--- config.mk ---
export PLATFORM = sky130hd
export DESIGN_NAME = ibscnt_clear
export DESIGN_NICKNAME = d
export VERILOG_FILES = /design/src/rtl/core/ibscnt_pkg.sv /design/src/rtl/core/ibscnt_clear.sv
export SDC_FILE = /design/constraint.sdc
export NUM_CORES = 1
export LEC_CHECK = 0
export BUFFER_PORTS_ARGS = -buffer_cell sky130_fd_sc_hd__clkbuf_2
export CAP_MARGIN = 20
export CORE_AREA = 2 2 39 41
export CTS_CLUSTER_SIZE = 28
export DETAILED_ROUTE_END_ITERATION = 16
export DIE_AREA = 0 0 41 43
export PLACE_DENSITY = 0.53
export RECOVER_POWER = 25
export SLEW_MARGIN = 20
export SYNTH_ARGS = -nofsm -noshare
export SYNTH_HDL_FRONTEND = slang
export SYNTH_SLANG_ARGS = --single-unit
--- constraint.sdc ---
create_clock -name clock -period 3.1 [get_ports clock]
set_clock_uncertainty 0.2 [all_clocks]
set_input_delay 0.465 -clock clock [delete_from_list [all_inputs] [get_ports clock]]
set_output_delay 0.465 -clock clock [all_outputs]
set_load 0.03 [all_outputs]
--- src/rtl/core/ibscnt_pkg.sv ---
package ibscnt_pkg;

   localparam int CODE_ENTRIES = 256;
   localparam int RAW_BITS     = 8;
   localparam int CODE_BITS    = 2;
   localparam int CAT_BITS     = 2;
   localparam int IDX_BITS     = 6;
   localparam int RSP_BITS     = 32;
   localparam int TABLE_BITS   = 32;

   typedef enum logic [1:0] {
      OP_LOAD   = 2'd0,
      OP_SAMPLE = 2'd1,
      OP_READ   = 2'd2
   } opcode_type;

   typedef struct packed {
      logic active;
      logic code_we;
      logic cnt_we;
   } clr_ctl_type;

   // category of (mine, theirs) sits at bit 2*(4*mine+theirs)
   function automatic logic [CAT_BITS-1:0] pair_category(
      input logic [TABLE_BITS-1:0] tbl,
      input logic [CODE_BITS-1:0]  mine,
      input logic [CODE_BITS-1:0]  theirs
   );
      logic [4:0] sel;
      sel = {mine, theirs, 1'b0};
      return tbl[sel +: CAT_BITS];
   endfunction

endpackage

--- src/rtl/core/ibscnt_clear.sv ---
module ibscnt_clear import ibscnt_pkg::*; #(
   parameter int LEN       = 256,
   parameter int CNT_DEPTH = 16
) (
   input  logic                   clock,
   input  logic                   reset,
   output clr_ctl_type            ctl,
   output logic [$clog2(LEN)-1:0] addr
);

   localparam int AW = $clog2(LEN);

   logic [AW-1:0] cnt_ff, cnt_in;
   logic          active_ff, active_in;

   always_comb begin
      active_in = active_ff && (cnt_ff != AW'(LEN - 1));
      cnt_in    = active_ff ? cnt_ff + AW'(1) : cnt_ff;
   end

   always_ff @(posedge clock) begin
      if (reset) begin
         active_ff <= 1'b1;
         cnt_ff    <= '0;
      end else begin
         active_ff <= active_in;
         cnt_ff    <= cnt_in;
      end
   end

   assign ctl.active  = active_ff;
   assign ctl.code_we = active_ff && (32'(cnt_ff) < 32'(CODE_ENTRIES));
   assign ctl.cnt_we  = active_ff && (32'(cnt_ff) < 32'(CNT_DEPTH));
   assign addr        = cnt_ff;

endmodule

# Yosys cells after proc, flatten, opt, wreduce, memory -nomap -nowiden
# Index checks and enable logic that the tools add are counted.
[word_totals]
out_inout_bits = 11
wordCells = 7
inputBits = 2
reg_bits = 9
[op_classes]
addsub = 1
eq_ne = 1
reduce_logical = 2
n_lt_le_gt_ge = 1
[ops]
columns = ["cell", "n"]
rows = [
  ["adder 8 x 1 -> 8 bit, second input constant", 1],
  ["< comparator 8 x 5 -> 1 bit, second input constant", 1],
  ["!= test 8 bit, second input constant", 1],
  ["logical AND 1 bit", 2],
]

# Logic depth before layout (Yosys ltp)
# Gate-level depths: netlist (run 1).
[logic_depth]
depth_word = 2
depth_mapped = 4
depth_no_buf = 4

# Worst setup path before layout (run 1)
# No wires, ideal clock.
[synth_path]
path_type = "register -> output"
start = "reg cnt_ff[4] (netlist: addr[4])"
end = "out ctl[0] (netlist bit)"
t_arrival_ns = 1.523
n_path_buf = 0
required_ns = 2.435
stages_incl_launch_ff = 3
slack_ns = 0.912
cell_sequence = "dfxtp_1 -> nand2b_1 -> nor4_1"
[synth_lines]
columns = ["item", "line_no", "source"]
rows = [
  ["from (decl)", "ibscnt_clear.sv:13", "logic [AW-1:0] cnt_ff, cnt_in;"],
  ["from (signal assigned)", "ibscnt_clear.sv:27", "cnt_ff <= cnt_in;"],
  ["to (decl)", "ibscnt_clear.sv:7", "output clr_ctl_type ctl,"],
]

==> results.yml, run 1 <==
outcome:
  outcome: "finished, final reports clean"
global_routing:
  grt_pass1_vias: 298
  grt_pass1_wl_mm: 1.28
  grt_overflow: 0
  grt_max_degree: 11
  grt_antenna_before_repair: 0
  grtUsageTotal_pct: 11.8
drt:
  drtIter0Drc: 4
  via_per_inst: 4.95
  wl_per_cell_um: 10.8
  drtPass1Iterations: 5
  ant_nets: 0
  drt_wl_total_um: 791
  vias: 361
  drc_errors: 0
timing:
  tightest_slew_ps: 337
  whs_ps: 300
  setup-tns-final_ps: 0
  period_needed_ps: 1940
  finalSetupViolCount: 0
  drv_slew: 0
  hold_viol: 0
  fin_crit_sh_pct: 62.7
  slew_headroom_pct: 77.5
  fmax_ghz: 0.515
  rsz0062_at_grt: "false"
cts:
  cts-root-buf: "clkbuf_4"
  path_clk_slew_ps: 60
  numCtsBuffers: 3
  clk_latency_ps: 260
  cts_setup_buffers: 0
  cts_htree_levels: 1
  cts_sinks: 9
  cts_tree: "done"
  cts_buffer_depth: 2
  ctsHoldBuffers: 0
  cts_resized: 0
synth:
  synth_top_area_share_pct: 44.7
  syn_area_um2: 403
  synthTopCellsByArea: "dfxtp_1 (45%), xor2_1 (6.5%), buf_4 (5.6%), o21ai_0 (5.0%), nor2_1 (4.7%)"
  ys.warnings.count: 0
  yosysTopAreaCell: "dfxtp_1"
  ys_ff_latch: 9
  syn_inst: 45
  syn_area_per_cell_um2: 8.95
  syn_nets: 48
  yosysSeqAreaShare_pct: 44.7
  synth_cell_types: 17
place:
  dpl-instance-area_um2: 457
  dp_hpwl_um: 552
  gp_congestion: 0.706
  io_buffers: 12
  dp_cells: 69
run:
  maxCapViolCount: 0
layout:
  fillers: 156
  finalInstanceArea_um2: 477
  area_growth_pct: 18.3
  fin_cells: 73
  antenna_cells: 0
  fin_nets: 61
  layout-drive-gt1-share_pct: 26.3
worst_setup_path:
  ff2ff_setup_slack_ps: 1510
  r2r_start: "active_ff$_SDFF_PP1_"
  critPathRequiredTime_ps: 2430
  arrival_ps: 1280
  ff2ff_path_depth: 3
  end_kind: "output port"
  crit_fanout: 10
  startpoint_type: "flip-flop"
  r2r_end: "addr[7]$_SDFFE_PP0P_"
  path_class: "reg -> out"
power:
  p_total_w: 0.000231
  cellLeakagePower_nw: 0.201
  peakVddDrop_uv: 165
  powerDensity_mw_per_mm2: 485
die:
  core_mm2: 0.00138
  io_pins: 13
  start_util_pct: 29.1
  dieWidth_um: 41
  rows: 14
  dieArea_mm2: 0.00176
  die_h_um: 43
min_path:
  min_from: "reset"
  holdPathStages: 2
  hold_path_class: "in -> reg"
  hold_end: "addr[6]$_SDFFE_PP0P_"
==> through the flow <==
stage          util, %  setup slack, ps
6_report          34.4             1160
5_1_grt           34.4              981
4_1_cts           34.9             1120
3_5_place_dp      33.0             1410
3_3_place_gp      33.0             1440
2_1_floorplan        -              912
==> worst max-delay path, stage by stage (launching register included) <==
cell and delay, ps:
dfxtp_1 520, nand2b_1 90, nor4_1 170, clkbuf_2 250
==> cells by family after synthesis <==
group                    Yosys count  share of synthesized area, %
AND/OR/NAND/NOR                   19                          25.8
flip-flops                         9                          44.7
AO/OA/AOI/OAI                      7                          8.69
XOR/XNOR                           4                          8.70
buffers and inverters              4                          6.52
multiplexers                       1                          2.48
adder cells (fa/ha/maj)            1                          3.11
==> report_power, final <==
group          internal (W)  switching [W]
clock network     0.0000495      0.0000391
registers          0.000119     0.00000418
logic            0.00000646      0.0000129
total              0.000175      0.0000562
==> Yosys cell counts <==
| library cell | count |
|---|---|
| xnor2_1 | 1 |
| a21oi_1 | 3 |
| xor2_1 | 3 |
| buf_4 | 3 |
| nand2b_1 | 2 |
| mux2i_1 | 1 |
| nand2_1 | 2 |
| dfxtp_1 | 9 |
| ha_1 | 1 |
| or3_1 | 3 |
| nor2_1 | 5 |
| clkbuf_1 | 1 |
| o21ai_0 | 4 |
| nand4_2 | 1 |
| nand3_1 | 3 |
| nor4_1 | 1 |
| nand4_1 | 2 |
==> flip-flops by register name, indices dropped and copies added, names as in the netlist <==
signal / count
active_ff: 1
addr: 8
==> cell usage in the layout, fill, tap and decap left out, types with 2 or more instances in the layout <==
master,n
a21oi_1,3
clkbuf_2,12
clkbuf_4,3
dfxtp_1,9
nand2_1,2
nand2b_1,2
nand3_1,3
nand4_1,3
nor2_1,5
o21ai_0,4
or3_1,3
xor2_1,3
==> worst max-delay path by stage <==
| stage | from | to | slack, ps | cells past startpoint |
|---|---|---|---|---|
| after floorplan | addr[4]$_SDFFE_PP0P_ | ctl[0] | 910 | 2 |
| after global placement | active_ff$_SDFF_PP1_ | ctl[0] | 1440 | 3 |
| after detailed placement | active_ff$_SDFF_PP1_ | ctl[0] | 1410 | 3 |
| after CTS | active_ff$_SDFF_PP1_ | ctl[0] | 1120 | 3 |
| after global routing | active_ff$_SDFF_PP1_ | ctl[0] | 980 | 3 |
| final | active_ff$_SDFF_PP1_ | ctl[0] | 1160 | 3 |
==> cell type report <==
| type | count | area (um^2) | share of cell area, % |
|---|---|---|---|
| clock buffers | 4 | 26.3 | 5.51 |
| multi-input cells | 32 | 190 | 39.9 |
| flip-flops and latches | 9 | 180 | 37.8 |
| well taps | 16 | 20.0 | 4.20 |
| repair buffers | 12 | 60.1 | 12.6 |
==> metal layers <==
metal  track usage [%]  up-vias  share of wire [%]
met4              14.0        0                4.6
met3              4.71        4                7.1
met2              13.8       17                 43
li1                  -      181                  -
met1              13.9      159                 45
met5                 0        -                  0
No activity file was read; power rests on OpenSTA's default activity.
==> run 2: changes to the inputs <==
- ABC_AREA: not set -> 1
- PLACE_DENSITY: 0.53 -> 0.57
- clock period: 3.1 -> 1.9 ns (I/O delays scaled with it)
==> run 2 against run 1 <==
Global-route usage up 1.0 points. Utilization up 4.0 points. Synthesized cell count up 36%. Critical path type unchanged.
==> results.yml, run 2 <==
outcome:
  outcome: "finished, final reports clean"
die:
  dieWidth_um: 41
  io_pins: 13
  core_mm2: 0.00138
  start_util_pct: 32.1
  dieArea_mm2: 0.00176
  die_h_um: 43
  rows: 14
timing:
  period_needed_ps: 1610
  drv_slew: 0
  whs_ps: 307
  layout_setup_ws_ps: 287
  slew_headroom_pct: 76.4
  rsz0062_at_grt: "false"
  finalSetupViolCount: 0
  tightest_slew_ps: 352
  fmax_ghz: 0.620
  hold_viol: 0
  setup-tns-final_ps: 0
  fin_crit_sh_pct: 84.9
drt:
  drc_errors: 0
  drt_wl_total_um: 862
  vias: 430
  wl_per_cell_um: 9.37
  via_per_inst: 4.67
  drtPass1Iterations: 3
  drtIter0Drc: 2
  ant_nets: 0
layout:
  fin_nets: 80
  antenna_cells: 0
  largest_reg_flops: 8
  area_growth_pct: 19.7
  layout_commonest_cell: "nand2_1"
  layout-drive-gt1-share_pct: 25.0
  final_cell_mix: "nand2_1 (14), nor2_1 (11), clkbuf_2 (11)"
power:
  powerDensity_mw_per_mm2: 726
  cellLeakagePower_nw: 0.248
  peakVddDrop_uv: 311
  p_total_w: 0.000386
place:
  io_buffers: 12
  gp_congestion: 0.692
  dp_hpwl_um: 630
  pre_cts_ws_ps: 517
worst_setup_path:
  startpoint_type: "flip-flop"
  path_class: "reg -> out"
  critPathRequiredTime_ps: 1410
  critPathMaxStageDelay_ps: 350
  critPathSlowestCell: "dfxtp_1"
  cp_cell_sequence: "nor4_2, clkbuf_2"
  end_kind: "output port"
  crit_fanout: 5
  arrival_ps: 1130
cts:
  cts_sinks: 9
  path_clk_slew_ps: 60
  numCtsBuffers: 3
  cts-root-buf: "clkbuf_4"
  cts_resized: 0
  cts_setup_buffers: 0
  cts_htree_levels: 1
  cts_buffer_depth: 2
  ctsHoldBuffers: 1
  clk_latency_ps: 260
  cts_tree: "done"
min_path:
  hold_path_class: "reg -> reg"
synth:
  syn_nets: 64
  ys.warnings.count: 0
  syn_inst: 61
  syn_area_um2: 444
  ys_ff_latch: 9
  synth_edf_count: 0
  synthFlopType: "dfxtp_1"
  synth_async_sr_flop_share_pct: 0
  yosysMostFrequentCell: "nand2_1"
  yosysSeqAreaShare_pct: 40.6
  synth_top_area_share_pct: 40.6
  ys_top_cells_by_count: "nand2_1 (13), nor2_1 (10), dfxtp_1 (9)"
  syn_area_per_cell_um2: 7.28
  synth_cell_types: 18
  synthTopCellsByArea: "dfxtp_1 (41%), nand2_1 (11%), nor2_1 (8.5%), inv_1 (5.1%), a21oi_1 (4.5%)"
  yosysTopAreaCell: "dfxtp_1"
run:
  maxCapViolCount: 0
global_routing:
  grt_antenna_before_repair: 0
  grt_pass1_wl_mm: 1.42
  grtUsageTotal_pct: 12.8
  grt_overflow: 0
  grt_pass1_vias: 347
  grt_max_degree: 11
run 2: area by class of cell:
class | count | area [um^2]
fill | 153 | 852
multi-input combinational | 42 | 203
timing repair buffer | 14 | 76.3
sequential | 9 | 180
inverter | 7 | 26.3
tap | 16 | 20.0
clock buffer | 4 | 26.3
run 2: per-layer routing:
layer | GRT usage (%) | share of wire (%)
met4 | 8.00 | 2.2
met5 | 0 | 0
met3 | 9.42 | 6.7
met2 | 15.6 | 43
met1 | 15.2 | 48
run 2: cells by family (layout without fill, tap and decap cells):
group / after synthesis / in the layout / share of synthesized area (%)
AND/OR/NAND/NOR: 34 / 34 / 36.9
AO/OA/AOI/OAI: 7 / 7 / 7.89
buffers and inverters: 10 / 25 / 11.8
flip-flops: 9 / 9 / 40.6
adder cells (fa/ha/maj): 1 / 1 / 2.82
run 2: critical path, delay by kind of cell, from the launching register on:
| kind | cells | cell delay [ps] |
|---|---|---|
| DFF | 1 | 350 |
| and+or+nand+nor | 1 | 270 |
| buffers and inverters | 1 | 240 |
run 2: power breakdown:
part	internal, W	switching, W	total (W)	leakage, nW
combinational	0.0000116	0.0000222	0.0000338	0.160
clock	0.0000812	0.0000710	0.000152	0.0150
sequential	0.000194	0.00000617	0.000200	0.0732
run 2: path summary, 6_finish.rpt:
kind	cells after the start	start	slack, ps	end
max	2	addr[4]$_SDFFE_PP0P_	290	ctl[0]
min	1	addr[0]$_SDFFE_PP0P_	310	addr[0]$_SDFFE_PP0P_
max reg2reg	6	active_ff$_SDFF_PP1_	490	addr[7]$_SDFFE_PP0P_
min reg2reg	1	addr[0]$_SDFFE_PP0P_	310	addr[0]$_SDFFE_PP0P_
run 2: per-stage QoR:
step                      std cells  utilization (%)  instance area [um^2]
after floorplan                  61                -                   450
after global placement           87             37.0                   512
after detailed placement         87             37.0                   512
after CTS                        92             39.6                   548
after global routing             92             38.4                   532
final                            92             38.4                   532
==> run 3: changes to the inputs <==
- clock period: 1.9 -> 1.7 ns (I/O delays scaled with it)
==> run 3 against run 2 <==
Critical endpoint unchanged. First-iteration DRC count stayed put. Utilization is 0.36 points higher. Combinational power is 15% higher. Global-route usage stayed put. Worst setup slack worse by 170 ps. Sequential share of layout area is 0.32 points lower. Hold slack better by 21 ps. Clock power is 12% higher. Sequential power is 12% higher.
==> results.yml, run 3 (synthesis results as in run 2) <==
outcome:
  outcome: "finished, final reports clean"
worst_setup_path:
  r2r_end: "addr[7]$_SDFFE_PP0P_"
  end_kind: "output port"
  startpoint_type: "flip-flop"
  r2r_start: "active_ff$_SDFF_PP1_"
  crit_path_start: "addr[4]$_SDFFE_PP0P_"
  arrival_ps: 1130
  path_class: "reg -> out"
  ff2ff_setup_slack_ps: 240
  crit_fanout: 5
  ff2ff_path_depth: 6
  critPathRequiredTime_ps: 1240
  crit_path_end: "ctl[0]"
cts:
  cts_resized: 0
  cts_sinks: 9
  clk_latency_ps: 260
  path_clk_slew_ps: 60
  cts-root-buf: "clkbuf_4"
  cts_buffer_depth: 2
  cts_tree: "done"
  cts_htree_levels: 1
  numCtsBuffers: 3
drt:
  wl_per_cell_um: 9.35
  drtIter0Drc: 2
  via_per_inst: 4.70
  drtPass1Iterations: 3
  drc_errors: 0
  drt_wl_total_um: 860
  ant_nets: 0
  vias: 432
place:
  pre_cts_ws_ps: 317
  io_buffers: 12
  dp_hpwl_um: 630
  gp_congestion: 0.692
timing:
  layout_setup_ws_ps: 117
  hold_viol: 0
  period_needed_ps: 1580
  rsz0062_at_grt: "false"
  slew_headroom_pct: 76.5
  fin_crit_sh_pct: 93.1
  setup-tns-final_ps: 0
  tightest_slew_ps: 352
  fmax_ghz: 0.632
  drv_slew: 0
  finalSetupViolCount: 0
global_routing:
  top_usage_layer: "met2"
  grtUsageTotal_pct: 12.8
  grt_overflow: 0
  gr-usage-met3_pct: 9.42
  grt_antenna_before_repair: 0
  grt_pass1_wl_mm: 1.42
  grt_pass1_vias: 347
  grt_max_degree: 11
  grt_use_met2_pct: 15.6
  grt_use_met1_pct: 15.2
min_path:
  min_from: "addr[3]$_SDFFE_PP0P_"
  hold_path_class: "reg -> reg"
die:
  start_util_pct: 32.1
  die_h_um: 43
  dieWidth_um: 41
  core_mm2: 0.00138
  rows: 14
  io_pins: 13
  dieArea_mm2: 0.00176
layout:
  fillers: 154
  final_util_pct: 38.8
  layout-drive-gt1-share_pct: 26.3
  area_growth_pct: 20.8
  fin_nets: 80
  layout_commonest_cell: "nand2_1"
  regArea_um2: 180
  final_cell_mix: "nand2_1 (13), clkbuf_2 (12), nor2_1 (11)"
  multi_input_area_um2: 210
  antenna_cells: 0
  largest_reg_flops: 8
run:
  maxCapViolCount: 0
power:
  powerDensity_mw_per_mm2: 807
  cellLeakagePower_nw: 0.248
  p_total_w: 0.000433
  peakVddDrop_uv: 345
## run 3: worst max-delay path, stage by stage (launching register included)
cell and delay, ps:
dfxtp_1 350, nor4_2 270, clkbuf_2 240
## run 3: timing repair
action,4_1_cts,5_1_grt
setup endpoints to repair,0,0
buffers inserted,0,0
hold buffers,1,0
endpoints found under the hold margin,1,0
## run 3: how the worst min path moves through the flow
stage                                 endpoint  cells past startpoint
after detailed placement  addr[3]$_SDFFE_PP0P_                      2
after floorplan           addr[3]$_SDFFE_PP0P_                      1
final                     addr[3]$_SDFFE_PP0P_                      2
after global routing      addr[3]$_SDFFE_PP0P_                      2
after global placement    addr[3]$_SDFFE_PP0P_                      2
after CTS                 addr[3]$_SDFFE_PP0P_                      2
## run 3: where the power goes
part / switching [W] / leakage [nW] / internal, W
combinational: 0.0000247 / 0.160 / 0.0000142
sequential: 0.00000768 / 0.0732 / 0.000217
clock: 0.0000788 / 0.0150 / 0.0000907
total: 0.000111 / 0.248 / 0.000322
## run 3: area by class of cell
type / count / area share [%]
timing repair buffer: 14 / 13.8
clock buffer: 4 / 4.90
multi-input combinational: 42 / 39.2
inverter: 7 / 4.90
tap: 16 / 3.73
sequential: 9 / 33.6
## run 3: layer usage
| metal | vias up | wire length, um |
|---|---|---|
| li1 | 227 | - |
| met1 | 190 | 405 |
| met2 | 10 | 377 |
| met3 | 5 | 58 |
| met4 | 0 | 19 |
| met5 | - | 0 |
## run 3: through the flow
stage | area, um^2 | hold slack (ps) | std cells
2_1_floorplan | 450 | 134 | 61
3_3_place_gp | 512 | 239 | 87
3_5_place_dp | 512 | 242 | 87
4_1_cts | 548 | 334 | 92
5_1_grt | 537 | 367 | 92
6_report | 537 | 328 | 92
